**src/design/brl_pkg.sv**
```systemverilog
// Shared types, constants and register indexes of the line rasterizer.
`timescale 1ns / 1ps

package brl_pkg;

  localparam int COORD_BITS   = 12;
  localparam int CFG_BITS     = 12;
  localparam int CFG_ADDR_BITS = 2;
  localparam int ERR_BITS     = COORD_BITS + 2;
  localparam int COUNT_BITS   = COORD_BITS + 1;

  localparam logic [CFG_BITS-1:0] RASTER_RESET = CFG_BITS'(800);

  localparam logic [CFG_ADDR_BITS-1:0] CFG_RASTER_WIDTH  = CFG_ADDR_BITS'(0);
  localparam logic [CFG_ADDR_BITS-1:0] CFG_RASTER_HEIGHT = CFG_ADDR_BITS'(1);

  localparam logic MODE_LOAD = 1'b0;
  localparam logic MODE_STEP = 1'b1;

  typedef logic signed [COORD_BITS-1:0] coord_t;
  typedef logic [COORD_BITS-1:0]        delta_t;
  typedef logic signed [ERR_BITS-1:0]   err_t;
  typedef logic [COUNT_BITS-1:0]        count_t;

  typedef struct packed {
    logic   mode;
    coord_t start_x;
    coord_t start_y;
    coord_t end_x;
    coord_t end_y;
  } in_item_t;

  typedef struct packed {
    coord_t pixel_x;
    coord_t pixel_y;
    logic   on_screen;
    logic   last_pixel;
  } out_item_t;

  // Walk state prepared from a load beat.
  typedef struct packed {
    logic   major_is_x;
    logic   major_step_down;
    coord_t cur_major;
    coord_t cur_minor;
    delta_t delta_major;
    delta_t delta_minor;
    err_t   error_term;
    count_t pixels_left;
  } line_setup_t;

endpackage

```
**src/design/bresenham_line_rasterizer.sv**
```systemverilog
// Top level of the Bresenham line rasterizer: line state, pixel stepping, clip and output.
// A step beat's pixel is registered into the result register, or parked in the skid stage while the output stalls.
// Throughput: one beat per cycle while in_ready is high; each step is a single update of the error and
// coordinate registers, and a load beat gives no result.
// The skid stage behind the result register takes one result during a stall; in_ready drops only while it is full.
// Reset (synchronous, rst_n low) drops any loaded line, empties the output and sets 800 x 800.
`timescale 1ns / 1ps

module bresenham_line_rasterizer (
  input  logic                                clk,
  input  logic                                rst_n,
  input  logic                                in_valid,
  output logic                                in_ready,
  input  brl_pkg::in_item_t                   in_data,
  output logic                                out_valid,
  input  logic                                out_ready,
  output brl_pkg::out_item_t                  out_data,
  input  logic                                cfg_we,
  input  logic [brl_pkg::CFG_ADDR_BITS-1:0]   cfg_addr,
  input  logic [brl_pkg::CFG_BITS-1:0]        cfg_wdata
);
  import brl_pkg::*;

  logic [CFG_BITS-1:0] raster_width_r;
  logic [CFG_BITS-1:0] raster_height_r;

  logic        active_r;
  logic        active_nxt;
  line_setup_t line_r;
  line_setup_t line_nxt;
  line_setup_t setup;

  logic        buf_full;
  logic        in_fire;
  logic        emit;
  out_item_t   pixel;
  coord_t      px;
  coord_t      py;
  err_t        err_adj;

  brl_setup u_setup (
    .item  (in_data),
    .setup (setup)
  );

  always_ff @(posedge clk) begin
    if (!rst_n) begin
      raster_width_r  <= RASTER_RESET;
      raster_height_r <= RASTER_RESET;
    end else if (cfg_we) begin
      case (cfg_addr)
        CFG_RASTER_WIDTH:  raster_width_r  <= cfg_wdata;
        CFG_RASTER_HEIGHT: raster_height_r <= cfg_wdata;
        default: ;
      endcase
    end
  end

  assign in_ready = !buf_full;
  assign in_fire  = in_valid && in_ready;
  assign emit     = in_fire && (in_data.mode == MODE_STEP) && active_r &&
                    (line_r.pixels_left != '0);

  always_comb begin
    px = line_r.major_is_x ? line_r.cur_major : line_r.cur_minor;
    py = line_r.major_is_x ? line_r.cur_minor : line_r.cur_major;
    pixel.pixel_x    = px;
    pixel.pixel_y    = py;
    pixel.on_screen  = !px[COORD_BITS-1] && !py[COORD_BITS-1] &&
                       ($unsigned(px) < raster_width_r) && ($unsigned(py) < raster_height_r);
    pixel.last_pixel = (line_r.pixels_left == COUNT_BITS'(1));
  end

  always_comb begin
    line_nxt   = line_r;
    active_nxt = active_r;
    err_adj    = line_r.error_term;
    if (in_fire && (in_data.mode == MODE_LOAD)) begin
      line_nxt   = setup;
      active_nxt = 1'b1;
    end else if (emit) begin
      if (!line_r.error_term[ERR_BITS-1]) begin
        line_nxt.cur_minor = line_r.cur_minor + COORD_BITS'(1);
        err_adj = line_r.error_term - $signed({2'b00, line_r.delta_major});
      end
      line_nxt.error_term  = err_adj + $signed({2'b00, line_r.delta_minor});
      line_nxt.cur_major   = line_r.major_step_down ? line_r.cur_major - COORD_BITS'(1)
                                                    : line_r.cur_major + COORD_BITS'(1);
      line_nxt.pixels_left = line_r.pixels_left - COUNT_BITS'(1);
      if (line_r.pixels_left == COUNT_BITS'(1)) begin
        active_nxt = 1'b0;
      end
    end
  end

  always_ff @(posedge clk) begin
    if (!rst_n) begin
      active_r <= 1'b0;
      line_r   <= '0;
    end else begin
      active_r <= active_nxt;
      line_r   <= line_nxt;
    end
  end

  brl_out_buf u_out_buf (
    .clk       (clk),
    .rst_n     (rst_n),
    .push      (emit),
    .push_data (pixel),
    .full      (buf_full),
    .out_valid (out_valid),
    .out_ready (out_ready),
    .out_data  (out_data)
  );

`ifndef SYNTHESIS
  a_active_has_pixels: assert property (@(posedge clk) disable iff (!rst_n)
    active_r |-> (line_r.pixels_left != '0))
    else $error("active line with no pixels left");

  a_last_ends_line: assert property (@(posedge clk) disable iff (!rst_n)
    (emit && pixel.last_pixel) |=> !active_r)
    else $error("line still active after its last pixel");

  a_load_starts_line: assert property (@(posedge clk) disable iff (!rst_n)
    (in_fire && (in_data.mode == MODE_LOAD)) |=> active_r)
    else $error("load beat did not start a line");

  a_stall_means_full: assert property (@(posedge clk) disable iff (!rst_n)
    !in_ready |-> out_valid)
    else $error("input stalled while the output is empty");
`endif

endmodule

```
**src/design/brl_setup.sv**
```systemverilog
// Line setup: deltas, major axis, start point and initial error from two endpoints.
`timescale 1ns / 1ps

module brl_setup (
  input  brl_pkg::in_item_t    item,
  output brl_pkg::line_setup_t setup
);
  import brl_pkg::*;

  logic signed [COORD_BITS:0] diff_x;
  logic signed [COORD_BITS:0] diff_y;
  logic [COORD_BITS:0]        neg_x;
  logic [COORD_BITS:0]        neg_y;
  delta_t                     dx;
  delta_t                     dy;
  logic                       major_x;
  coord_t                     a_maj;
  coord_t                     a_min;
  coord_t                     b_maj;
  coord_t                     b_min;
  logic                       swap;
  coord_t                     s_maj;
  coord_t                     e_maj;
  delta_t                     d_maj;
  delta_t                     d_min;

  always_comb begin
    diff_x = {item.end_x[COORD_BITS-1], item.end_x} - {item.start_x[COORD_BITS-1], item.start_x};
    diff_y = {item.end_y[COORD_BITS-1], item.end_y} - {item.start_y[COORD_BITS-1], item.start_y};
    neg_x  = -diff_x;
    neg_y  = -diff_y;
    // The magnitude of a difference of two coordinates always fits in COORD_BITS unsigned.
    dx = diff_x[COORD_BITS] ? neg_x[COORD_BITS-1:0] : diff_x[COORD_BITS-1:0];
    dy = diff_y[COORD_BITS] ? neg_y[COORD_BITS-1:0] : diff_y[COORD_BITS-1:0];
    major_x = (dx >= dy);

    if (major_x) begin
      a_maj = item.start_x;
      a_min = item.start_y;
      b_maj = item.end_x;
      b_min = item.end_y;
      d_maj = dx;
      d_min = dy;
    end else begin
      a_maj = item.start_y;
      a_min = item.start_x;
      b_maj = item.end_y;
      b_min = item.end_x;
      d_maj = dy;
      d_min = dx;
    end

    // Start from the smaller minor coordinate; on a tie, from the smaller major one.
    swap  = (b_min < a_min) || ((b_min == a_min) && (b_maj < a_maj));
    s_maj = swap ? b_maj : a_maj;
    e_maj = swap ? a_maj : b_maj;

    setup.major_is_x      = major_x;
    setup.major_step_down = (e_maj < s_maj);
    setup.cur_major       = s_maj;
    setup.cur_minor       = swap ? b_min : a_min;
    setup.delta_major     = d_maj;
    setup.delta_minor     = d_min;
    setup.error_term      = $signed({2'b00, d_min}) - $signed({2'b00, d_maj});
    setup.pixels_left     = {1'b0, d_maj} + COUNT_BITS'(1);
  end

endmodule

```
**src/design/brl_out_buf.sv**
```systemverilog
// Result register with a skid stage that takes one more result during an output stall before full is raised.
`timescale 1ns / 1ps

module brl_out_buf (
  input  logic               clk,
  input  logic               rst_n,
  input  logic               push,
  input  brl_pkg::out_item_t push_data,
  output logic               full,
  output logic               out_valid,
  input  logic               out_ready,
  output brl_pkg::out_item_t out_data
);
  import brl_pkg::*;

  logic      out_valid_r;
  logic      out_valid_nxt;
  out_item_t out_data_r;
  out_item_t out_data_nxt;
  logic      skid_valid_r;
  logic      skid_valid_nxt;
  out_item_t skid_data_r;
  out_item_t skid_data_nxt;

  always_comb begin
    out_valid_nxt  = out_valid_r;
    out_data_nxt   = out_data_r;
    skid_valid_nxt = skid_valid_r;
    skid_data_nxt  = skid_data_r;
    if (out_valid_r && !out_ready) begin
      // Output is stalled: a new result parks in the skid stage, which the top level only pushes into while empty.
      if (push) begin
        skid_valid_nxt = 1'b1;
        skid_data_nxt  = push_data;
      end
    end else if (skid_valid_r) begin
      out_valid_nxt  = 1'b1;
      out_data_nxt   = skid_data_r;
      skid_valid_nxt = push;
      skid_data_nxt  = push_data;
    end else begin
      out_valid_nxt = push;
      out_data_nxt  = push_data;
    end
  end

  always_ff @(posedge clk) begin
    if (!rst_n) begin
      out_valid_r  <= 1'b0;
      skid_valid_r <= 1'b0;
    end else begin
      out_valid_r  <= out_valid_nxt;
      skid_valid_r <= skid_valid_nxt;
    end
    out_data_r  <= out_data_nxt;
    skid_data_r <= skid_data_nxt;
  end

  assign full      = skid_valid_r;
  assign out_valid = out_valid_r;
  assign out_data  = out_data_r;

endmodule
```
**config.mk**
```make
export PLATFORM = sky130hd
export DESIGN_NAME = bresenham_line_rasterizer
export DESIGN_NICKNAME = d
export VERILOG_FILES = /design/src/design/brl_pkg.sv /design/src/design/bresenham_line_rasterizer.sv /design/src/design/brl_setup.sv /design/src/design/brl_out_buf.sv
export SDC_FILE = /design/constraint.sdc
export NUM_CORES = 1
export LEC_CHECK = 0
export BUFFER_PORTS_ARGS = -buffer_cell sky130_fd_sc_hd__buf_2
export CORE_MARGIN = 2
export CORE_UTILIZATION = 30
export DETAILED_ROUTE_END_ITERATION = 10
export SLEW_MARGIN = 10
export SYNTH_ARGS = -nofsm -noshare
export SYNTH_HDL_FRONTEND = slang
export SYNTH_SLANG_ARGS = --single-unit
```
**constraint.sdc**
```tcl
create_clock -name clk -period 14.1 [get_ports clk]
set_input_delay 1.41 -clock clk [delete_from_list [all_inputs] [get_ports clk]]
set_output_delay 1.41 -clock clk [all_outputs]
set_load 0.1 [all_outputs]
```
==> results.md, run 1 <==
* Status: complete, no violations
* GRT overflow at 0
* Multi-input gate area at 9193 sq um
* Cell area after layout at 15,230 sq um
* Chip height at 216.5 um
* Crit share post-route at 0.8063
* Synth-to-Final Area Change at 12.43%
* Setup TNS at 0 ns
* Clk sinks at 156
* MaxCap Viol Count at 0
* Yosys warning total at 0
* Hold EP: raster_height_r[4]
* Leakage power at 0.006412 uW
* Fin worst setup slack at 2.731 ns
* Wire per inst at 17.85 um
* Largest net degree at the start of global routing at 83
* Initial Util at 0.3049
* Hold Path Class: register to register
* Full die area at 46,860 sq um
* Hold Fails Final Rpt at 0
* Total track usage at 0.1796
* Clk slew on worst S/H paths at 0.07 ns
* Post-synth EDFFs at 52
* Nets@finish at 1,952
* Vias at 12,570
* H-tree depth at 4
* # setup viols final at 0
* Crit-path max cell delay at 0.80 ns
* Worst r2r dst: line_r[24]
* FF-to-FF Start: line_r[40]
* Crit path capture type: register
* DRC at 0
* HP Start: raster_height_r[4]
* Kind of critical path: input port to register
* Worst hold stages at 2
* Resize count post-CTS at 0
* Max Clock Skew at 0.009705 ns
* Max Slew Vio Count at 0
* Pre-CTS WS at 2.407 ns
* F_max at 87.96 MHz
* TritonRoute pass-1 iters at 5
* Tightest Pin Transition at 1.017 ns
* Core box area at 44,410 sq um
* I/O Pins at 96
* R2R setup slack at 9.63 ns
* Post-Syn Instances at 1,702
* Number of I/O port buffers at 95
* CTS Buf Count at 17
* Delay-heaviest family, CP: compound AO/OA/AOI/OAI gates
* Fill count at 4,628
* Distinct cell type count after synthesis at 87
* Crit-path max FO at 33
* Slew HR at 0.3217
* Path length in cells of the critical path at 37
* Initial antenna violation count at 0
* Vias per Instance at 5.323
* CP max stage cell: nand3_2
* Worst path bufs/invs at 5
* GP Congestion at 0.9633
* Minimum clock period at 11.37 ns
* R2r worst-path depth at 22
* Commonest non-fill, non-tap cell in the layout: nand2_1
* Hold buffer count at cts at 0
* Total power at 3059 uW
* CTS tree: built
* Worst Path Arrival at 11.71 ns
* Worst setup SP type: input port
* First-pass GRT wire length at 66.87 mm
* Vias in the first global route at 11,990
* Syn avg cell area at 7.957 sq um
* Detailed placement HPWL at 32.81 mm
* Clk_lat worst skew at 0.43 ns
* CTS max path bufs at 2
* Share of cells above drive strength 1 at 0.1333
* Async SR Flop Fraction at 0
* RSZ-0062 raised after global routing: no
* Sequential share of the synthesized area at 0.2690
* Row Count at 77
* Synthesized area at 13,540 sq um
* VDD IR max at 0.1119 mV
* Post-route ant nets at 0
* Crit path required time at 14.44 ns
* CTS root buf: clkbuf_16
* Pwr dens at 200.9 nW/um^2
* Commonest cells after routing, fill and taps aside: nand2_1 (253), a21oi_1 (135), nor2_1 (126)
* Sequential cell area at 3643 sq um
* Ys flop type: dfxtp_1
* DP Area at 14,610 sq um
* Seq cells post-synth at 156
* # diodes at 0
* Drt initial violations at 1,050
* Syn Nets at 1,897
* Most used cell, CP: a21oi_1
* Postcts setup bufs at 0
* Die X at 216.5 um
* Routed WL at 42.16 mm
## state kept, by name (all words and copies together) (netlist names)
name / flops
u_out_buf.skid_data_r: 26
line_r: 77
u_out_buf.out_data: 26
raster_height_r: 12
u_out_buf.full: 1
u_out_buf.out_valid: 1
active_r: 1
raster_width_r: 12
## per-stage QoR
stage / instances / util / hold WS [ns]
finish: 2362 / 0.3428 / 0.4582
global route: 2362 / 0.3428 / 0.4765
CTS: 2362 / 0.3428 / 0.4564
detailed placement: 2330 / 0.3289 / 0.4492
global placement: 2330 / 0.3289 / 0.4423
floorplan: 1702 / - / 0.4362
## how the worst max path moves through the flow
stage                             to  slack [ns]         from
after global placement    line_r[75]        2.80   in_data[0]
after CTS                 line_r[75]        2.86   in_data[0]
after global routing      line_r[75]        1.96  in_data[12]
final                     line_r[75]        2.73   in_data[0]
after detailed placement  line_r[75]        2.41   in_data[0]
after floorplan           line_r[75]        4.48  in_data[12]
## metal layers
metal	GRT usage	up-vias	routed length (um)
met2	0.2716	417	17690
li1	-	6195	-
met4	0.05320	0	870
met3	0.01825	49	2360
met1	0.2675	5913	21240
met5	0	-	0
## tightest hold or removal path: cells and delay by family, from the launching register on
family           cells  cell delay [ns]
flip-flops           1             0.31
AND/OR/NAND/NOR      1             0.05
AO/OA/AOI/OAI        1             0.05
## power breakdown
part	internal (uW)	switching, uW
sequential	536	47.4
clock	288	201
combinational	703	1280
total	1530	1530
## synth_stat cells (4+ instances only)
master | count | area [sq um]
mux2i_1 | 32 | 320.3
a211oi_1 | 31 | 232.7
o21ai_0 | 75 | 375.4
o31ai_1 | 10 | 75.07
or2_2 | 9 | 56.30
xor2_1 | 34 | 297.8
o21bai_1 | 12 | 90.09
a22oi_1 | 4 | 30.03
nand4_1 | 10 | 62.56
nor2b_1 | 25 | 156.4
o221ai_1 | 8 | 70.07
and2_1 | 15 | 93.84
nor3_1 | 33 | 165.2
a221oi_1 | 6 | 52.55
o211ai_1 | 28 | 210.2
fa_1 | 5 | 100.1
nor2_1 | 126 | 473.0
a21o_1 | 20 | 150.1
o22ai_1 | 4 | 25.02
nand3_1 | 43 | 215.2
a21boi_0 | 5 | 37.54
a31oi_1 | 11 | 68.82
o21ai_1 | 5 | 25.02
inv_1 | 110 | 412.9
nand2b_1 | 33 | 206.5
buf_1 | 8 | 30.03
ha_1 | 122 | 1526
a31o_2 | 5 | 43.79
buf_2 | 5 | 25.02
o21a_1 | 15 | 112.6
a21oi_1 | 135 | 675.7
mux2_2 | 56 | 630.6
edfxtp_1 | 52 | 1562
nand2_1 | 253 | 949.7
clkbuf_1 | 59 | 221.5
nor4_1 | 9 | 56.30
a211o_1 | 6 | 52.55
or3_1 | 10 | 62.56
dfxtp_1 | 104 | 2082
a311oi_1 | 15 | 131.4
xnor2_1 | 63 | 551.8
and3_1 | 19 | 118.9
## layout make-up
cell class / count / share of cell area
multi-input combinational: 1356 / 0.6037
sequential: 156 / 0.2393
tap: 592 / 0.04865
timing repair buffer: 112 / 0.03961
clock buffer: 18 / 0.02884
inverter: 114 / 0.02810
clock inverter: 14 / 0.01175
## cells by family after synthesis
| kind of cell | count (synthesis) | share of synthesized area |
|---|---|---|
| AO/OA/AOI/OAI | 439 | 0.2147 |
| XOR/XNOR | 98 | 0.06393 |
| adder cells (fa/ha/maj) | 127 | 0.1201 |
| buffers and inverters | 190 | 0.05478 |
| flip-flops | 156 | 0.2690 |
| multiplexers | 89 | 0.07132 |
| AND/OR/NAND/NOR | 603 | 0.2061 |
Note: power is estimated with default switching activity, not from simulation.
==> run 2: changes to the inputs <==
clock period = 10.1 ns   (was 14.1 ns; I/O delays follow)
==> run 2 against run 1 <==
Hold slack got worse by 0.0034 ns. Sequential power rose by 40%. First-iteration DRC count down 1.2%. Final area rose by 0.92%. Critical path type unchanged. Largest cell class unchanged.
==> results.md, run 2 (synthesis results as in run 1) <==
* Status: complete, no violations
* Most used cell, CP: ha_1
* Multi-input gate area at 9223 sq um (+0.33%)
* Hold EP: raster_height_r[3]
* Vias in the first global route at 11,970 (-0.19%)
* FF-to-FF Start: line_r[13]
* GRT overflow at 0 (unchanged)
* Leakage power at 0.006485 uW (+1.1%)
* Full die area at 46,860 sq um (unchanged)
* Commonest cells after routing, fill and taps aside: nand2_1 (253), a21oi_1 (134), nor2_1 (126)
* Post-Place Cells at 2,345 (+0.64%)
* F_max at 106.6 MHz
* Crit path required time at 10.45 ns (-3.99 ns)
* Initial Util at 0.3049 (unchanged)
* Clk_lat worst skew at 0.44 ns (about the same)
* Drt initial violations at 1,037 (-1.2%)
* Worst hold stages at 2 (unchanged)
* TritonRoute pass-1 iters at 8 (+3)
* Max reg flops at 77 (unchanged)
* Kind of critical path: input port to register
* Clk slew on worst S/H paths at 0.07 ns (about the same)
* # diodes at 0 (unchanged)
* Routed WL at 41.74 mm (-1.0%)
* Chip height at 216.5 um (unchanged)
* DRC at 0 (unchanged)
* Crit share post-route at 0.9285
* HP Start: raster_height_r[3]
* CP max stage cell: or4_1
* Wire per inst at 17.56 um (-1.6%)
* Die X at 216.5 um (unchanged)
* Share of cells above drive strength 1 at 0.1445 (+0.01120)
* Setup TNS at 0 ns (unchanged)
* Fin worst setup slack at 0.7220 ns (-2.009 ns)
* Crit-path max cell delay at 0.49 ns (-0.31 ns)
* # setup viols final at 0 (unchanged)
* CTS tree: built
* Row Count at 77 (unchanged)
* Core box area at 44,410 sq um (unchanged)
* Nets@finish at 1,967 (+0.77%)
* MaxCap Viol Count at 0 (unchanged)
* Detailed placement HPWL at 32.58 mm (-0.69%)
* First-pass GRT wire length at 65.87 mm (-1.5%)
* Initial antenna violation count at 0 (unchanged)
* Worst r2r dst: line_r[24]
* R2r worst-path depth at 21 (-4.5%)
* Max Clock Skew at 0.01380 ns (+0.004092 ns)
* Hold Fails Final Rpt at 0 (unchanged)
* GP Congestion at 0.9784 (+1.6%)
* R2R setup slack at 5.70 ns (-3.93 ns)
* Synth-to-Final Area Change at 13.46%
* CTS Buf Count at 17 (unchanged)
* Vias per Instance at 5.290 (-0.63%)
* Number of I/O port buffers at 95 (unchanged)
* I/O Pins at 96 (unchanged)
* Minimum clock period at 9.378 ns
* Tightest Pin Transition at 0.9870 ns (-0.03040 ns)
* Post-route ant nets at 0 (unchanged)
* Pre-CTS WS at 0.05812 ns (-2.349 ns)
* VDD IR max at 0.1325 mV (+18%)
* Clk sinks at 156 (unchanged)
* Largest net degree at the start of global routing at 83 (unchanged)
* Worst Path Arrival at 9.72 ns (-1.99 ns)
* Non-filler instance count after layout at 2,377 (+0.64%)
* Slew HR at 0.3420 (+0.02027)
* Sequential cell area at 3643 sq um (unchanged)
* CTS root buf: clkbuf_16
* Crit path capture type: register
* CTS max path bufs at 2 (unchanged)
* Pwr dens at 280.7 nW/um^2 (+40%)
* RSZ-0062 raised after global routing: no
* Fill count at 4,629 (+0.022%)
* Commonest non-fill, non-tap cell in the layout: nand2_1
* Hold Path Class: register to register
* Crit-path max FO at 11 (-67%)
* Vias at 12,570 (unchanged)
* H-tree depth at 4 (unchanged)
* Worst setup SP type: input port
* Total track usage at 0.1763 (-0.003369)
* Max Slew Vio Count at 0 (unchanged)
* Largest register by flop count: line_r
-- run 2: cell count changes in the layout (fill, tap and decap cells not counted), moves of 2 or more --
| cell | delta |
|---|---|
| buf_4 | +15 |
| bufinv_16 | -3 |
| a221oi_1 | -2 |
| a221oi_2 | +2 |
| clkinv_8 | +5 |
| inv_12 | +2 |
| clkinv_1 | -2 |
-- run 2: layer usage --
layer / wire length (um) / vias to the layer above / GRT usage
li1: - / 6209 / -
met1: 20920 / 5938 / 0.2598
met2: 17780 / 388 / 0.2699
met3: 2384 / 39 / 0.02442
met4: 651 / 0 / 0.04155
met5: 0 / - / 0
-- run 2: worst max-delay path by stage --
stage | start | endpoint | slack (ns) | depth (start not counted)
CTS | in_data[0] | line_r[75] | 0.49 | 34
global placement | in_data[0] | line_r[75] | 0.32 | 35
detailed placement | in_data[0] | line_r[75] | 0.06 | 34
global route | in_data[0] | line_r[75] | 0.12 | 35
finish | in_data[0] | line_r[75] | 0.72 | 34
floorplan | in_data[12] | line_r[75] | 0.88 | 41
-- run 2: per-stage QoR --
step | hold WS, ns | utilization | power [uW] | area [sq um]
finish | 0.4548 | 0.3460 | 4313 | 15370
CTS | 0.4591 | 0.3453 | 4279 | 15340
floorplan | 0.4362 | - | 2887 | 13540
global placement | 0.4416 | 0.3314 | 3576 | 14720
global route | 0.4687 | 0.3460 | 4635 | 15370
detailed placement | 0.4483 | 0.3314 | 3602 | 14720
-- run 2: timing repair --
| action | 4_1_cts | 5_1_grt |
|---|---|---|
| hold buffers | 0 | 0 |
| setup endpoints to repair | 0 | 1 |
| gates resized for setup | 0 | 5 |
| setup buffers | 0 | 0 |
-- run 2: area by class of cell --
cell class | instances | area share
clock buffers | 17 | 0.02769
clock inverters | 15 | 0.01238
inverters | 114 | 0.02785
multi-input cells | 1356 | 0.6002
flip-flops and latches | 156 | 0.2371
well taps | 592 | 0.04820
repair buffers | 127 | 0.04658
-- run 2: critical path: cells and delay by family --
| kind | cells | cell delay, ns |
|---|---|---|
| AOI/OAI and AO/OA | 14 | 3.79 |
| and+or+nand+nor | 10 | 2.36 |
| adders and majority gates | 4 | 1.28 |
| xor gates and xnor gates | 2 | 0.62 |
| muxes | 1 | 0.37 |
| buffers and inverters | 3 | 0.30 |
-- run 2: power by group --
group	switching (uW)	leakage [uW]	internal [uW]	total, uW
clock	320	0.000295	339	659
sequential	67.3	0.00141	748	815
combinational	1820	0.00479	1020	2840
==> run 3: changes to the inputs <==
CORE_MARGIN = not set   (was 2)
==> run 3 against run 2 <==
Sequential power is essentially flat. Die area shrank 1.8%. Setup slack got worse by 0.16 ns. Non-clock buffer count is 3 lower. Fmax shrank 1.6%. Critical path type unchanged. Largest cell class unchanged.
==> results.md, run 3 (synthesis results as in run 1) <==
* Vias per Instance at 5.358 (+1.3%)
* Vias in the first global route at 12,130 (+1.4%)
* TritonRoute pass-1 iters at 6 (-2)
* Synth-to-Final Area Change at 12.91%
* Chip height at 214.5 um (-0.92%)
* R2r worst-path depth at 21 (unchanged)
* Share of cells above drive strength 1 at 0.1392 (-0.005368)
* I/O Pins at 96 (unchanged)
* Crit share post-route at 0.9440 (+0.01549)
* Clk sinks at 156 (unchanged)
* VDD IR max at 0.1222 mV (-7.8%)
* CTS max path bufs at 2 (unchanged)
* F_max at 104.9 MHz (-1.6%)
* Initial antenna violation count at 1 (+1)
* Drt initial violations at 970 (-6.5%)
* Worst setup SP type: input port
* Post-route ant nets at 0 (unchanged)
* Crit path required time at 10.41 ns (-0.04 ns)
* Tightest Pin Transition at 0.7890 ns (-0.1980 ns)
* CP max stage cell: a221oi_1
* Worst Path Arrival at 9.85 ns (+0.13 ns)
* DRC at 0 (unchanged)
* Total track usage at 0.1821 (+0.005824)
* Util after Layout at 0.3443 (-0.001690)
* Setup TNS at 0 ns (unchanged)
* First-pass GRT wire length at 66.96 mm (+1.6%)
* Largest register by flop count: line_r
* GRT overflow at 0 (unchanged)
* Pwr dens at 280.2 nW/um^2 (-0.16%)
* Minimum clock period at 9.534 ns (+0.1565 ns)
* Full die area at 46,000 sq um (-1.8%)
* Crit-path max cell delay at 0.52 ns (+0.03 ns)
* CTS tree: built
* Commonest cells after routing, fill and taps aside: nand2_1 (253), a21oi_1 (135), nor2_1 (126)
* RSZ-0062 raised after global routing: no
* Wire per inst at 17.73 um (+0.99%)
* Number of I/O port buffers at 95 (unchanged)
* Detailed placement HPWL at 32.96 mm (+1.2%)
* Leakage power at 0.006449 uW (-0.56%)
* Commonest non-fill, non-tap cell in the layout: nand2_1
* Clk slew on worst S/H paths at 0.07 ns (about the same)
* Largest net degree at the start of global routing at 62 (-25%)
* Die X at 214.5 um (-0.92%)
* Slew HR at 0.4724 (+0.1304)
* Hold Path Class: register to register
* # diodes at 0 (unchanged)
* Nets@finish at 1,964 (-0.15%)
* CTS root buf: clkbuf_16
* Core box area at 44,410 sq um (unchanged)
* Max reg flops at 77 (unchanged)
* Routed WL at 42.10 mm (+0.86%)
* Crit path capture type: register
* Max Clock Skew at 0.01385 ns (+0.00005140 ns)
* GP Congestion at 0.9128 (-6.7%)
* Most used cell, CP: ha_1
* Status: complete, no violations
* R2R setup slack at 5.70 ns (about the same)
* Row Count at 77 (unchanged)
* Vias at 12,720 (+1.2%)
* Crit-path max FO at 18 (+7)
* MaxCap Viol Count at 0 (unchanged)
* Initial Util at 0.3049 (unchanged)
* Kind of critical path: input port to register
* # setup viols final at 0 (unchanged)
* Worst hold stages at 2 (unchanged)
* Max Slew Vio Count at 0 (unchanged)
* CTS Buf Count at 17 (unchanged)
* Hold Fails Final Rpt at 0 (unchanged)
* Clk_lat worst skew at 0.43 ns (about the same)
* H-tree depth at 4 (unchanged)
-- run 3: layout make-up --
class	instances	area, sq um
inverter	114	427.9
multi-input combinational	1356	9199
tap	592	740.7
clock inverter	14	157.7
clock buffer	18	429.2
timing repair buffer	124	693.2
sequential	156	3643
fill	4653	29120
-- run 3: worst paths after layout --
check	from	to
worst max-delay path	in_data[0]	line_r[75]
worst min-delay path	line_r[40]	line_r[40]
worst max register to register	line_r[14]	line_r[24]
worst min register to register	line_r[40]	line_r[40]
-- run 3: stage by stage --
stage	total power (uW)	setup WS, ns	instance area (sq um)	hold WS, ns	cells
3_3_place_gp	3571	0.3234	14700	0.4437	2342
5_1_grt	4608	0.0001892	15290	0.4740	2374
4_1_cts	4263	0.6089	15280	0.4578	2374
6_report	4285	0.5655	15290	0.4560	2374
2_1_floorplan	2887	0.8765	13540	0.4362	1702
3_5_place_dp	3595	0.1518	14700	0.4485	2342
-- run 3: layer usage --
layer | part of all wire | GRT usage | vias up
met1 | 0.49 | 0.2646 | 6026
met4 | 0.018 | 0.05000 | 0
met2 | 0.43 | 0.2807 | 440
met5 | 0 | 0 | -
met3 | 0.064 | 0.02255 | 45
li1 | - | - | 6210
-- run 3: power breakdown --
group	switching [uW]	internal (uW)
sequential	65.8	748
clock	282	370
combinational	1810	1010
total	2150	2130
-- run 3: timing repair --
| action | in CTS | in global routing |
|---|---|---|
| hold buffers | 0 | 0 |
| resized for setup | 0 | 1 |
| endpoints found under the setup margin | 0 | 1 |
| buffers inserted | 0 | 0 |
-- run 3: worst max-delay path: cells and delay by family --
| family | cells | cell delay, ns |
|---|---|---|
| AOI/OAI and AO/OA | 17 | 4.08 |
| xor gates and xnor gates | 2 | 0.73 |
| buffers and inverters | 4 | 0.69 |
| adders and majority gates | 4 | 1.47 |
| and+or+nand+nor | 9 | 1.86 |
